<file path="src/rtl/spfa_pkg.sv">
// Shared package for the SPFA shortest-path block: field widths, codes, FSM states
// and the saturating distance add. No dependencies.
`timescale 1ns / 1ps
package spfa_pkg;

	localparam int MAX_VERTICES_DEF = 64;
	localparam int MAX_EDGES_DEF    = 512;
	localparam int RESULT_LIMIT     = 64;

	localparam int VID_W  = 6;
	localparam int WT_W   = 16;
	localparam int DIST_W = 24;
	localparam int VC_W   = 7;
	localparam int MODE_W = 2;
	localparam int STAT_W = 2;

	localparam logic [VC_W-1:0] VC_RESET = 7'd64;

	localparam logic [MODE_W-1:0] MODE_CLEAR = 2'd0;
	localparam logic [MODE_W-1:0] MODE_ADD   = 2'd1;
	localparam logic [MODE_W-1:0] MODE_QUERY = 2'd2;
	localparam logic [MODE_W-1:0] MODE_NOP   = 2'd3;

	localparam logic [STAT_W-1:0] ST_PATH   = 2'd0;
	localparam logic [STAT_W-1:0] ST_EMPTY  = 2'd1;
	localparam logic [STAT_W-1:0] ST_NEGCYC = 2'd2;
	localparam logic [STAT_W-1:0] ST_FULL   = 2'd3;

	localparam logic signed [DIST_W-1:0] DIST_MAX = 24'sh7FFFFF;
	localparam logic signed [DIST_W-1:0] DIST_MIN = 24'sh800000;

	typedef struct packed {
		logic [VID_W-1:0]       tail;
		logic [VID_W-1:0]       head;
		logic signed [WT_W-1:0] weight;
	} edge_t;

	typedef enum logic [3:0] {
		S_IDLE,
		S_ERR,
		S_INIT,
		S_POP,
		S_U1,
		S_U2,
		S_E0,
		S_E1,
		S_E2,
		S_T1,
		S_W,
		S_RD,
		S_EMIT
	} state_t;

	function automatic logic signed [DIST_W-1:0] sat_add(
		input logic signed [DIST_W-1:0] a,
		input logic signed [WT_W-1:0]   b
	);
		logic signed [DIST_W:0] s;
		s = {a[DIST_W-1], a} + {{(DIST_W+1-WT_W){b[WT_W-1]}}, b};
		if (s[DIST_W] != s[DIST_W-1])
			return s[DIST_W] ? DIST_MIN : DIST_MAX;
		return s[DIST_W-1:0];
	endfunction

endpackage

</file>
<file path="src/rtl/spfa_work_fifo.sv">
// Circular work queue of vertex ids held in a memory; registered pop data.
// Depends on spfa_pkg.
`timescale 1ns / 1ps
module spfa_work_fifo import spfa_pkg::*; #(
	parameter int DEPTH = MAX_VERTICES_DEF,
	parameter int W = 6,
	localparam int AW = $clog2(DEPTH),
	localparam int FW = $clog2(DEPTH + 1)
) (
	input  logic         clk,
	input  logic         arst_n,
	input  logic         clear,
	input  logic         push,
	input  logic [W-1:0] push_data,
	input  logic         pop,
	output logic [W-1:0] pop_data,
	output logic         empty,
	output logic         full
);

	logic [W-1:0]  mem [DEPTH];
	logic [AW-1:0] rd_ptr_q;
	logic [AW-1:0] wr_ptr_q;
	logic [FW-1:0] fill_q;
	logic          do_push;
	logic          do_pop;

	assign empty   = (fill_q == '0);
	assign full    = (32'(fill_q) >= DEPTH);
	assign do_push = push && !full;
	assign do_pop  = pop && !empty;

	function automatic logic [AW-1:0] wrap_inc(input logic [AW-1:0] p);
		return (32'(p) == DEPTH - 1) ? '0 : p + 1'b1;
	endfunction

	always_ff @(posedge clk or negedge arst_n) begin
		if (!arst_n) begin
			rd_ptr_q <= '0;
			wr_ptr_q <= '0;
			fill_q   <= '0;
		end else if (clear) begin
			rd_ptr_q <= '0;
			wr_ptr_q <= '0;
			fill_q   <= '0;
		end else begin
			if (do_push)
				wr_ptr_q <= wrap_inc(wr_ptr_q);
			if (do_pop)
				rd_ptr_q <= wrap_inc(rd_ptr_q);
			if (do_push && !do_pop)
				fill_q <= fill_q + 1'b1;
			else if (do_pop && !do_push)
				fill_q <= fill_q - 1'b1;
		end
	end

	always_ff @(posedge clk) begin
		if (do_push)
			mem[wr_ptr_q] <= push_data;
		if (do_pop)
			pop_data <= mem[rd_ptr_q];
	end

endmodule

</file>
<file path="config.mk">
export PLATFORM = sky130hd
export DESIGN_NAME = spfa_work_fifo
export DESIGN_NICKNAME = d
export VERILOG_FILES = /design/src/rtl/spfa_pkg.sv /design/src/rtl/spfa_work_fifo.sv
export SDC_FILE = /design/constraint.sdc
export NUM_CORES = 1
export LEC_CHECK = 0
export BUFFER_PORTS_ARGS = -buffer_cell sky130_fd_sc_hd__buf_2
export CAP_MARGIN = 25
export CORE_UTILIZATION = 30
export DETAILED_ROUTE_END_ITERATION = 12
export MAX_ROUTING_LAYER = met4
export PLACE_DENSITY = 0.45
export SLEW_MARGIN = 10
export SYNTH_ARGS = -nofsm -noshare
export SYNTH_HDL_FRONTEND = slang
export SYNTH_SLANG_ARGS = --single-unit
</file>
<file path="constraint.sdc">
create_clock -name clk -period 2.9 [get_ports clk]
set_input_delay 0 -clock clk [delete_from_list [all_inputs] [get_ports clk]]
set_output_delay 0 -clock clk [all_outputs]
set_load 0.1 [all_outputs]
</file>
* After elaboration in Yosys (flattened, before gate mapping)
Memory sizes are Yosys's and may differ from the RTL's. A register that Yosys moved wholly into a read port is not among the register bits.
Index checks and enable logic that the tools add are counted.
** Word-level totals
- Register bits after elaboration :: 19
- Latch bits :: 0
- Memory bits (writable) :: 384
- Bits in read-only memories :: 0
- Output and inout bits :: 8
- Logic and storage cells :: 34
- Memories :: 1
** Operators by class
- Add/subtract/negate cells :: 4
- Multipliers :: 0
- Div/mod/pow operators :: 0
- $lt $le $gt $ge :: 1
- Eq/ne operators :: 2
- Shift operators :: 0
- Muxes and demuxes :: 11
- Bitwise operators :: 0
- Reductions and logical operators :: 12
** Memory list
- mem :: words 64, bits a word 6, read ports 1, clocked after Yosys merged registers in 1, write ports 1, RTL line spfa_work_fifo.sv:21 : logic [W-1:0] mem [DEPTH];
** Operators by type and width (number)
- $mux 6 :: 6
- $mux 7 :: 3
- $add 6x1->6 const B :: 2
- $eq 6x6->1 const B :: 2
- $add 7x1->7 const B :: 1
- $ge 7x7->1 const B :: 1
- $logic_not 7->1 :: 1
- $sub 7x1->7 const B :: 1
- $logic_and 1x1->1 :: 4
- $logic_not 1->1 :: 4
- $reduce_bool 2->1 :: 2
- $reduce_bool 3->1 :: 1
- $mux 1 :: 2

* Depth between registers and ports, before layout
- Depth after elaboration :: 8
- Mapped depth :: 10

* Least setup slack after synthesis
Ideal clock, no wire load.
- Kind :: register -> output
- Start point :: register fill_q[2]
- End point :: output empty
- Arrival time :: 3781 ps
- Required time :: 2900 ps
- Slack :: -881 ps
- Cell stages (with the launch flop) :: 3
- Path buffers :: 0
- Cells stage by stage :: dfrtp_1 or4_4 nor4_1
** Between the ends
- Cells in the longest elaborated chain, start to end :: 1
** RTL lines
- start: declaration :: RTL line spfa_work_fifo.sv:24 : logic [FW-1:0] fill_q;
- start signal: assignment :: RTL line spfa_work_fifo.sv:52 : fill_q <= fill_q + 1'b1;
- start signal: assignment :: RTL line spfa_work_fifo.sv:54 : fill_q <= fill_q - 1'b1;
- $logic_not 7->1 :: RTL line spfa_work_fifo.sv:28 : assign empty = (fill_q == '0);
- end: declaration :: RTL line spfa_work_fifo.sv:17 : output logic empty,
No other way between the ends.

* Final worst setup path
- Start point :: register fill_q[2]
- End point :: register fill_q[5]
** Between the ends
- Cells in the longest elaborated chain, start to end :: 7
- Elaborated cells on any way between the ends :: 16
** RTL lines
- branches (longest 7 deep; another with $ge 7x7->1)
Parallel ways; which one is timed is not known. The select of a mux whose other input is x is not followed.
A chain may end at the register's enable or synchronous reset.

==> qor.yml <==
hold_path:
  hold_start: "push_data[5]"
  hold_depth: 1
  hold_class: "in -> reg"
  hold-path-endpoint: "mem[48][5]"
floorplanning:
  die_h_um: 236.1
  core_area_um2: 53920
  dieWidth_um: 236.1
  ios: 19
  initial_utilization_pct: 30.48
  dieArea_um2: 55720
  num_rows: 85
yosys:
  ys_types: 55
  synth_area_leaders: "edfxtp_1 (71%), mux4_2 (13%), dfrtp_1 (2.9%)"
  yosysMostFrequentCell: "edfxtp_1"
  synth.avg_cell_area_um2: 19.00
  yosysTopAreaCell: "edfxtp_1"
  synth_common_cells: "edfxtp_1 (390), mux4_2 (97), nor2_1 (88), nand2_1 (34), clkbuf_1 (30)"
  syn-num-nets: 885
  syn_area_um2: 16430
  synthArstFlopShare_pct: 4.645
  yosys_register_bits: 409
  synth_top_area_share_pct: 71.26
  synth-edff-count: 390
  ys.flop_type: "edfxtp_1"
  syn_inst: 865
  seq_area_frac_synth_pct: 74.15
  ys_warn_count: 0
place:
  io_buffers: 18
  place_ws_ns: 0.03878
  gp_routability_congestion: 0.7939
  post-place-cells: 1602
  post-dp-hpwl_um: 26220
layout:
  n_fill_cell: 4976
  drive_gt1_share_pct: 27.87
  final_cells: 1691
  syn2layout_area_growth_pct: 17.88
  num-nets-final: 981
grt:
  antenna_found_initial: 0
  use_met3_pct: 2.352
  grt_pass1_wl_um: 59440
  top_usage_layer: "met2"
  grt_usage_pct: 15.00
  grt.met1_usage_pct: 20.63
  grt_pass1_vias: 8799
  grt-ovfl-total: 0
  met2_usage_pct: 22.59
  grt_max_degree: 65
critical_path:
  r2r_end: "fill_q[5]"
  critical_path.cell_chain: "or4_4 > o41ai_4 > nand2_4 > ha_4 > nand3_1 > a21boi_2 > o21ai_1 > a2111o_1 > o311ai_2"
  cp_max_fo: 7
  r2r_slack_ns: 0.18
  r2r_cells: 9
  crit_required_ns: 3.36
  cp_num_buf_inv: 0
  cp_slowest_cell: "or4_4"
  end_kind: "register"
  r2r_start: "fill_q[2]"
  worst_ep_arrival_time_ns: 3.18
  cpLargestDelayFamily: "compound AO/OA/AOI/OAI gates"
  worstSetupPathType: "reg -> reg"
  cpPeakStageDelay_ns: 0.52
  cp-start-kind: "register"
clock_tree:
  cts_root_buf: "clkbuf_16"
  h-tree-depth: 2
  cts.sinks: 409
  tritoncts: "built"
  clk_pin_slew_worst_paths_ns: 0.06
  clock_latency_ns: 0.56
  cts_buffers: 45
  clockBufferDepth: 3
sta:
  report.final.slew_viol_count: 0
  finalCriticalPeriod_ns: 2.721
  whs_ns: 0.007627
  slew_headroom_pct: 39.57
  max_freq_mhz: 367.4
  tightest_slew_ns: 0.9064
  rsz0062_at_grt: "false"
  hold_viol_final: 0
  finalCritPeriodShare_pct: 93.84
  setup-violations-final: 0
  layout_setup_ws_ns: 0.1785
  tns_ns: 0
  clock_skew_ns: 0.01063
power_and_ir_drop:
  vdd_drop_max_v: 0.0003845
  power.density_nw_per_um2: 786.6
  power_mw: 15.24
  p_leak_nw: 6.085
detailed_routing:
  drc: 0
  vias_per_cell: 4.902
  vias: 8290
  drtPass1Iterations: 5
  ant_nets: 0
  drt_iter0_markers: 589
  wire_per_inst_um: 23.30
  drt_wl_total_um: 39400
job:
  cap_violations: 0
run_status:
  outcome: "finished, final reports clean"
cells in the final DEF (no fill, tap or decap), types with 4 or more instances in the layout:
| master | count |
|---|---|
| a21oi_1 | 17 |
| a221oi_1 | 6 |
| a22o_1 | 4 |
| a22oi_1 | 12 |
| buf_12 | 8 |
| buf_2 | 18 |
| buf_4 | 69 |
| bufinv_16 | 4 |
| clkbuf_1 | 9 |
| clkbuf_16 | 45 |
| clkinv_1 | 11 |
| clkinv_2 | 7 |
| dfrtp_1 | 15 |
| dlygate4sd3_1 | 6 |
| edfxtp_1 | 390 |
| ha_1 | 5 |
| inv_1 | 8 |
| mux2i_1 | 18 |
| mux4_2 | 97 |
| nand2_1 | 33 |
| nand2b_1 | 4 |
| nand3_1 | 14 |
| nand3b_1 | 8 |
| nor2_1 | 88 |
| nor2b_1 | 8 |
| nor3_1 | 8 |
| o21ai_0 | 7 |
| or2_2 | 6 |
| xor2_1 | 4 |
registers in the layout, summed over array words and instances, names as in the netlist:
register and count:
fill_q 7, rd_ptr_q 6, wr_ptr_q 6, pop_data 6, mem 384
worst max-delay path by stage:
stage,to,startpoint,cells after the start
final,fill_q[5],fill_q[2],9
after global routing,fill_q[5],fill_q[5],9
after CTS,fill_q[5],fill_q[2],9
after detailed placement,fill_q[5],fill_q[2],9
after global placement,fill_q[5],fill_q[2],9
after floorplan,fill_q[5],fill_q[2],9
cell families (layout without fill, tap and decap cells):
kind of cell | count (synthesis) | count (layout) | synth area share [%]
buf+inv | 62 | 191 | 1.599
xor+xnor | 7 | 7 | 0.4188
compound gates | 75 | 75 | 3.403
simple gates | 188 | 188 | 5.307
other cells | 0 | 1 | 0
mux | 115 | 115 | 14.39
fa+ha+maj | 9 | 9 | 0.7309
flops | 409 | 409 | 74.15
area by class of cell:
class / instances / area, um^2 / area share (%)
Inverter: 9 / 33.78 / 0.1744
Antenna cell: 1 / 2.502 / 0.01292
Multi-Input combinational cell: 394 / 4040 / 20.85
Sequential cell: 409 / 12200 / 62.96
Timing Repair Buffer: 102 / 839.6 / 4.334
Clock inverter: 26 / 230.2 / 1.188
Clock buffer: 54 / 1160 / 5.987
Tap cell: 696 / 870.8 / 4.495
stage by stage:
step | util (%) | instance area (um^2)
after floorplan | - | 16480
after global placement | 33.18 | 17890
after detailed placement | 33.18 | 17890
after CTS | 35.87 | 19340
after global routing | 35.93 | 19370
final | 35.93 | 19370
what timing repair did:
action                                  CTS  global route
hold buffers                              6             0
gates resized for setup                   0             2
endpoints found under the setup margin    0             2
hold endpoints to repair                 51             0
setup buffers                             0             1
power breakdown:
part / switching [mW] / internal, mW / total [mW]
combinational: 1.72 / 1.28 / 3.00
sequential: 0.172 / 6.62 / 6.79
clock: 2.25 / 3.20 / 5.44
total: 4.14 / 11.1 / 15.2
per-layer routing:
| metal | up-vias | wire [um] |
|---|---|---|
| met1 | 4352 | 18540 |
| met4 | 0 | 1124 |
| met2 | 174 | 18260 |
| met3 | 71 | 1473 |
| li1 | 3693 | - |
| met5 | - | 0 |
(Power assumes the default switching activity.)
