### src/rtl/spfa_pkg.sv
// Shared package for the SPFA shortest-path block: field widths, codes, FSM states
// and the saturating distance add. No dependencies.
`timescale 1ns / 1ps
package spfa_pkg;

	localparam int MAX_VERTICES_DEF = 64;
	localparam int MAX_EDGES_DEF    = 512;
	localparam int RESULT_LIMIT     = 64;

	localparam int VID_W  = 6;
	localparam int WT_W   = 16;
	localparam int DIST_W = 24;
	localparam int VC_W   = 7;
	localparam int MODE_W = 2;
	localparam int STAT_W = 2;

	localparam logic [VC_W-1:0] VC_RESET = 7'd64;

	localparam logic [MODE_W-1:0] MODE_CLEAR = 2'd0;
	localparam logic [MODE_W-1:0] MODE_ADD   = 2'd1;
	localparam logic [MODE_W-1:0] MODE_QUERY = 2'd2;
	localparam logic [MODE_W-1:0] MODE_NOP   = 2'd3;

	localparam logic [STAT_W-1:0] ST_PATH   = 2'd0;
	localparam logic [STAT_W-1:0] ST_EMPTY  = 2'd1;
	localparam logic [STAT_W-1:0] ST_NEGCYC = 2'd2;
	localparam logic [STAT_W-1:0] ST_FULL   = 2'd3;

	localparam logic signed [DIST_W-1:0] DIST_MAX = 24'sh7FFFFF;
	localparam logic signed [DIST_W-1:0] DIST_MIN = 24'sh800000;

	typedef struct packed {
		logic [VID_W-1:0]       tail;
		logic [VID_W-1:0]       head;
		logic signed [WT_W-1:0] weight;
	} edge_t;

	typedef enum logic [3:0] {
		S_IDLE,
		S_ERR,
		S_INIT,
		S_POP,
		S_U1,
		S_U2,
		S_E0,
		S_E1,
		S_E2,
		S_T1,
		S_W,
		S_RD,
		S_EMIT
	} state_t;

	function automatic logic signed [DIST_W-1:0] sat_add(
		input logic signed [DIST_W-1:0] a,
		input logic signed [WT_W-1:0]   b
	);
		logic signed [DIST_W:0] s;
		s = {a[DIST_W-1], a} + {{(DIST_W+1-WT_W){b[WT_W-1]}}, b};
		if (s[DIST_W] != s[DIST_W-1])
			return s[DIST_W] ? DIST_MIN : DIST_MAX;
		return s[DIST_W-1:0];
	endfunction

endpackage

### src/rtl/spfa_vtx_state.sv
// Per-vertex state memory (distance, valid, predecessor, queued mark, enqueue
// count) with registered read, plus the relax compare on the read entry. Uses spfa_pkg.
`timescale 1ns / 1ps
module spfa_vtx_state import spfa_pkg::*; #(
	parameter int MAX_VERTICES = MAX_VERTICES_DEF,
	localparam int VW = $clog2(MAX_VERTICES),
	localparam int PW = $clog2(MAX_VERTICES + 1),
	localparam int CW = $clog2(MAX_VERTICES + 2)
) (
	input  logic                     clk,
	input  logic                     re,
	input  logic [VW-1:0]            raddr,
	input  logic                     we,
	input  logic [VW-1:0]            waddr,
	input  logic signed [DIST_W-1:0] w_dist,
	input  logic                     w_valid,
	input  logic [PW-1:0]            w_pred,
	input  logic                     w_queued,
	input  logic [CW-1:0]            w_cnt,
	output logic signed [DIST_W-1:0] r_dist,
	output logic                     r_valid,
	output logic [PW-1:0]            r_pred,
	output logic                     r_queued,
	output logic [CW-1:0]            r_cnt,
	input  logic signed [DIST_W-1:0] base_dist,
	input  logic signed [WT_W-1:0]   weight,
	output logic signed [DIST_W-1:0] cand,
	output logic                     improve
);

	localparam int EW = DIST_W + 1 + PW + 1 + CW;

	logic [EW-1:0] mem [MAX_VERTICES];
	logic [EW-1:0] rd_q;

	always_ff @(posedge clk) begin
		if (we)
			mem[waddr] <= {w_dist, w_valid, w_pred, w_queued, w_cnt};
		if (re)
			rd_q <= mem[raddr];
	end

	assign {r_dist, r_valid, r_pred, r_queued, r_cnt} = rd_q;

	// infinite head always improves; otherwise strictly smaller wins
	assign cand    = sat_add(base_dist, weight);
	assign improve = !r_valid || (cand < r_dist);

endmodule

### config.mk
export PLATFORM = sky130hd
export DESIGN_NAME = spfa_vtx_state
export DESIGN_NICKNAME = d
export VERILOG_FILES = /design/src/rtl/spfa_pkg.sv /design/src/rtl/spfa_vtx_state.sv
export SDC_FILE = /design/constraint.sdc
export NUM_CORES = 2
export LEC_CHECK = 0
export ABC_AREA = 1
export BUFFER_PORTS_ARGS = -buffer_cell sky130_fd_sc_hd__buf_4
export CAP_MARGIN = 5
export CORE_MARGIN = 2
export CORE_UTILIZATION = 40
export CTS_BUF_LIST = sky130_fd_sc_hd__clkbuf_4 sky130_fd_sc_hd__clkbuf_8
export DETAILED_ROUTE_END_ITERATION = 8
export PLACE_DENSITY = 0.62
export SLEW_MARGIN = 0
export SYNTH_ARGS = -nofsm -noshare
export SYNTH_HDL_FRONTEND = slang
export SYNTH_SLANG_ARGS = --single-unit
### constraint.sdc
create_clock -name clk -period 6.6 [get_ports clk]
set_clock_uncertainty 0.2 [all_clocks]
set_input_delay 0.66 -clock clk [delete_from_list [all_inputs] [get_ports clk]]
set_output_delay 0.66 -clock clk [all_outputs]
set_load 0.05 [all_outputs]
Word-level counts from Yosys, hierarchy flattened
Memories as Yosys holds them, arrays and structs flattened. A register that Yosys moved wholly into a read port is not among the register bits.
Cells that the tools add are included.
{"block": "word_totals", "ff_bits": 0, "ram_bits": 2560, "wordCells": 12, "memories": 1, "output_inout_bits": 65, "in_bits": 95}
{"name": "mem", "depth": 64, "word_bits": 40, "read_ports": 1, "rd_clocked_by_memory_dff": 1, "write_ports": 1, "line_no": "spfa_vtx_state.sv:33", "rtl": "logic [EW-1:0] mem [MAX_VERTICES];"}
{"block": "op_classes", "n_eq_ne": 1, "reduce_logical": 2, "n_mux": 6, "add_sub_neg": 1, "order_cmp": 1}
{"operator": "two-way mux 24 bit", "count": 3}
{"operator": "adder 24 x 16 -> 25 bit", "count": 1}
{"operator": "< comparator 24 bit", "count": 1}
{"operator": "two-way mux 1 bit", "count": 3}
{"operator": "zero test 1 bit", "count": 1}
{"operator": "logical OR 1 bit", "count": 1}
{"operator": "inequality test 1 bit", "count": 1}

Logic depth before layout (Yosys ltp)
{"block": "depth", "depth_word": 6, "depth_mapped": 26, "ltp_nobuf": 25}

Worst setup path before layout
OpenSTA, ideal clock, no wires.
{"block": "synth_timing", "path_type": "input to register", "start": "input we", "end": "memory mem[48][0] (netlist bit) (enable)", "arrival_time_ns": 5.040, "setup_ns": 0.538, "t_required_ns": 5.862, "cell_stages": 3, "path_buffers": 1, "slack_ns": 0.822, "path_cell_list": "clkbuf_1 > nand4_1 > nor4_1"}
{"block": "synth_via", "elab_chain_cells": 2}
{"element": "start: declaration", "line_no": "spfa_vtx_state.sv:13", "rtl": "input logic we,"}
{"element": "two-way mux 1 bit", "line_no": "spfa_vtx_state.sv:37", "rtl": "if (we)"}
{"element": "two-way mux 1 bit (not written as such)", "line_no": "spfa_vtx_state.sv:38", "rtl": "mem[waddr] <= {w_dist, w_valid, w_pred, w_queued, w_cnt};"}
{"element": "end: declaration", "line_no": "spfa_vtx_state.sv:33"}
No other way between the ends.

Worst setup path after layout
{"block": "layout_timing", "start": "input base_dist[0]", "end": "output improve"}
{"block": "layout_via", "elab_chain_cells": 6, "word_cells_on_any_way": 8, "classes_between": "add/sub: 1; order compare: 1; eq/ne: 1; mux: 4; reduce/logical: 1"}
{"element": "start: declaration", "line_no": "spfa_vtx_state.sv:25", "rtl": "input logic signed [DIST_W-1:0] base_dist,"}
{"element": "adder 24 x 16 -> 25 bit (*)", "line_no": "spfa_pkg.sv:59", "rtl": "s = {a[DIST_W-1], a} + {{(DIST_W+1-WT_W){b[WT_W-1]}}, b};"}
{"element": "two-way mux 24 bit / inequality test 1 bit (equally long branches)", "line_no": "spfa_pkg.sv:61, spfa_pkg.sv:60"}
{"element": "two-way mux 24 bit / two-way mux 1 bit (equally long branches)", "line_no": "spfa_pkg.sv:60", "rtl": "if (s[DIST_W] != s[DIST_W-1])"}
{"element": "two-way mux 24 bit (*)", "line_no": "spfa_pkg.sv:62", "rtl": "return s[DIST_W-1:0];"}
{"element": "< comparator 24 bit (*)", "line_no": "spfa_vtx_state.sv:47", "rtl": "assign improve = !r_valid || (cand < r_dist);"}
{"element": "logical OR 1 bit (*)", "line_no": "spfa_vtx_state.sv:47"}
{"element": "end: declaration", "line_no": "spfa_vtx_state.sv:28", "rtl": "output logic improve"}
Mark *: on every way between the ends. The rest lies on a longest branch, timed or not. The select of a mux whose other input is x is not followed.

==> results.sh <==
export IMPL_clock_fmax_mhz=195
export IMPL_htreeDepth=5
export IMPL_p_per_area_nw_per_um2=291
export IMPL_crit_type="input port to output pin"
export IMPL_setup_viol=0
export IMPL_clock_latency_ns=1.12
export IMPL_ant_nets=0
export IMPL_post_route_drc_count=0
export IMPL_drive_gt1_share_pct=11.9
export IMPL_multi_input_area_um2=22600
export IMPL_start_util_pct=40.1
export IMPL_yosysSeqAreaShare_pct=75.8
export IMPL_grt_pass1_vias=65600
export IMPL_critical_path_arrival_ns=4.26
export IMPL_fin_setup_tns_ns=0
export IMPL_worstHoldPathType="input port to flop"
export IMPL_cp_required_ns=5.74
export IMPL_cp_num_buf_inv=5
export IMPL_seqCellArea_um2=78100
export IMPL_chipHeight_um=511
export IMPL_grt_max_degree=168
export IMPL_hold_viol=0
export IMPL_drt_wl_total_um=317000
export IMPL_ir_drop_mv=0.197
export IMPL_drtPass1Iterations=6
export IMPL_core_area_um2=256000
export IMPL_max_stage_delay_ns=0.50
export IMPL_startpoint_type="input port"
export IMPL_fill_cells=22800
export IMPL_pwr_share_seq_pct=54.5
export IMPL_setup_ws_ns=1.48
export IMPL_maxSlewViolCount=0
export IMPL_rsz0062_at_grt="false"
export IMPL_clock_path_buffers=4
export IMPL_vias=69200
export IMPL_crit_path_end_kind="output pin"
export IMPL_worst_slew_pin_slew_ns=1.18
export IMPL_clock_sinks=2600
export IMPL_grt_usage_pct=23.5
export IMPL_cts_tree="yes"
export IMPL_syn_to_final_growth_pct=12.7
export IMPL_path_delay_family="simple AND/OR/NAND/NOR gates"
export IMPL_synth_area_um2=103000
export IMPL_swShare_pct=24.0
export IMPL_ys_warn_count=0
export IMPL_slew_headroom_pct=21.3
export IMPL_p_switching_mw=8.12
export IMPL_grt_pass1_wl_um=454000
export IMPL_num_io_pins=160
export IMPL_cp_slowest_cell="inv_1"
export IMPL_crit_path_frequent_cell="nand2_1"
export IMPL_synthCells=7798
export IMPL_fin_util_pct=45.3
export IMPL_maxCapViolCount=0
export IMPL_cts_reportedPaths_clkPinSlew_ns=0.06
export IMPL_cellLeakagePower_nw=36.8
export IMPL_place_hpwl_um=166000
export IMPL_clock_power_share_pct=37.7
export IMPL_syn_num_nets=7940
export IMPL_numPortBuffers=159
export IMPL_dr_first_iter_drc_count=9020
export IMPL_place_ws_ns=1.47
export IMPL_timing_final_crit_share_pct=77.6
export IMPL_cts_root_buf="clkbuf_8"
export IMPL_antenna_found_initial=18
export IMPL_p_int_mw=25.6
export IMPL_grt_overflow=0
export IMPL_status="completed"
export IMPL_wire_per_inst_um=27.1
export IMPL_synth_avg_cell_area_um2=13.2
export IMPL_place_congestion=0.848
export IMPL_ys_ff_latch=2600
export IMPL_cts_buffers=411
export IMPL_period_minus_slack_ns=5.12
export IMPL_ys_types=35
export IMPL_dieArea_um2=261000
export IMPL_core_rowCount=186
export IMPL_avgViaCountPerCell=5.91
export IMPL_comb_power_share_pct=7.8
export IMPL_die_w_um=511
export IMPL_crit_fanout=22
export IMPL_final_nets=8173
## through the flow
step	hold WS, ns	cells	total power, mW	area, µm²
detailed placement	0.763	11000	21.3	108000
global placement	0.750	11000	21.3	108000
floorplan	0.559	7798	20.2	103000
CTS	0.0826	11700	33.9	116000
finish	0.162	11700	33.8	116000
global route	0.118	11700	34.8	116000
## cells in the mapped netlist
library cell	number	area, µm²
nor2_1	1811	6800
xnor2_1	7	61.3
o21bai_2	1	11.3
clkbuf_1	355	1330
ha_1	46	576
nand3_1	12	60.1
buf_2	171	856
clkinv_1	1	3.75
a211oi_1	1	7.51
nand3_4	1	17.5
fa_1	1	20.0
buf_4	14	105
buf_6	7	78.8
o21ai_1	135	676
o221ai_1	1	8.76
a21oi_1	46	230
edfxtp_1	2600	78100
nand2_2	7	43.8
nand3_2	2	20.0
a31oi_1	6	37.5
nand4_1	13	81.3
nor2_2	2	12.5
xor2_1	14	123
o21ai_0	1494	7480
a21oi_2	4	35.0
nand2_1	105	394
inv_1	71	267
o32ai_1	55	482
o31ai_1	1	7.51
buf_1	14	52.6
inv_2	4	15.0
o21bai_1	3	22.5
o22ai_1	784	4900
nor4_1	8	50.1
or2_1	1	6.26
## worst paths after layout
path / startpoint / endpoint / slack, ns / cells past startpoint
hold reg to reg: mem[44][25] / rd_q[25] / 0.76 / 6
setup / recovery: base_dist[0] / improve / 1.48 / 25
setup reg to reg: mem[38][21] / rd_q[21] / 4.13 / 6
hold / removal: raddr[4] / rd_q[10] / 0.16 / 3
## final cells by class
class / instances / share of cell area [%]
diodes: 8 / 0.0172
multi-input cells: 4561 / 19.5
inverters: 76 / 0.272
repair buffers: 381 / 2.91
clock inverters: 177 / 0.817
well taps: 3384 / 3.65
flip-flops and latches: 2600 / 67.3
clock buffers: 514 / 5.57
## repair_timing
| item | 4_1_cts | 5_1_grt |
|---|---|---|
| hold buffers | 46 | 0 |
| setup buffers | 0 | 0 |
| resized for setup | 0 | 0 |
| hold endpoints to repair | 2585 | 0 |
## registers in the layout, indices dropped and copies added (netlist names)
register  count
rd_q         40
mem        2560
## layer usage
metal	GRT usage, %	share of wire [%]
met4	9.57	4.1
met5	0	0.030
met2	37.1	46
met3	4.35	9.9
met1	32.1	40
## power by group through the flow
stage / logic (mW) / clock network, mW / registers (mW)
5_1_grt: 2.83 / 13.6 / 18.4
3_5_place_dp: 2.58 / 0 / 18.7
3_3_place_gp: 2.54 / 0 / 18.7
4_1_cts: 2.61 / 12.9 / 18.4
2_1_floorplan: 1.45 / 0 / 18.8
6_report: 2.64 / 12.7 / 18.4
## cell families after synthesis
kind of cell / after synthesis / share of synthesized area, %
buffers and inverters: 637 / 2.63
AND/OR/NAND/NOR: 1962 / 7.27
AO/OA/AOI/OAI: 2531 / 13.5
flip-flops: 2600 / 75.8
XOR/XNOR: 21 / 0.179
adder cells (fa/ha/maj): 47 / 0.579
## tightest hold or removal path, stage by stage
cell	delay, ns
buf_4	0.30
nor2_1	0.19
o32ai_1	0.08
## placed cells by master (no fill, tap or decap), types with 46 or more instances in the layout
cell	count
clkinv_1	122
nand2_1	105
edfxtp_1	2600
o32ai_1	55
dlygate4sd3_1	46
ha_1	46
nor2_1	1755
buf_4	301
clkbuf_4	98
inv_1	70
o21ai_1	135
o21ai_0	1494
nor2_4	56
o22ai_1	784
clkbuf_8	416
a21oi_1	46
(Power assumes the default switching activity.)
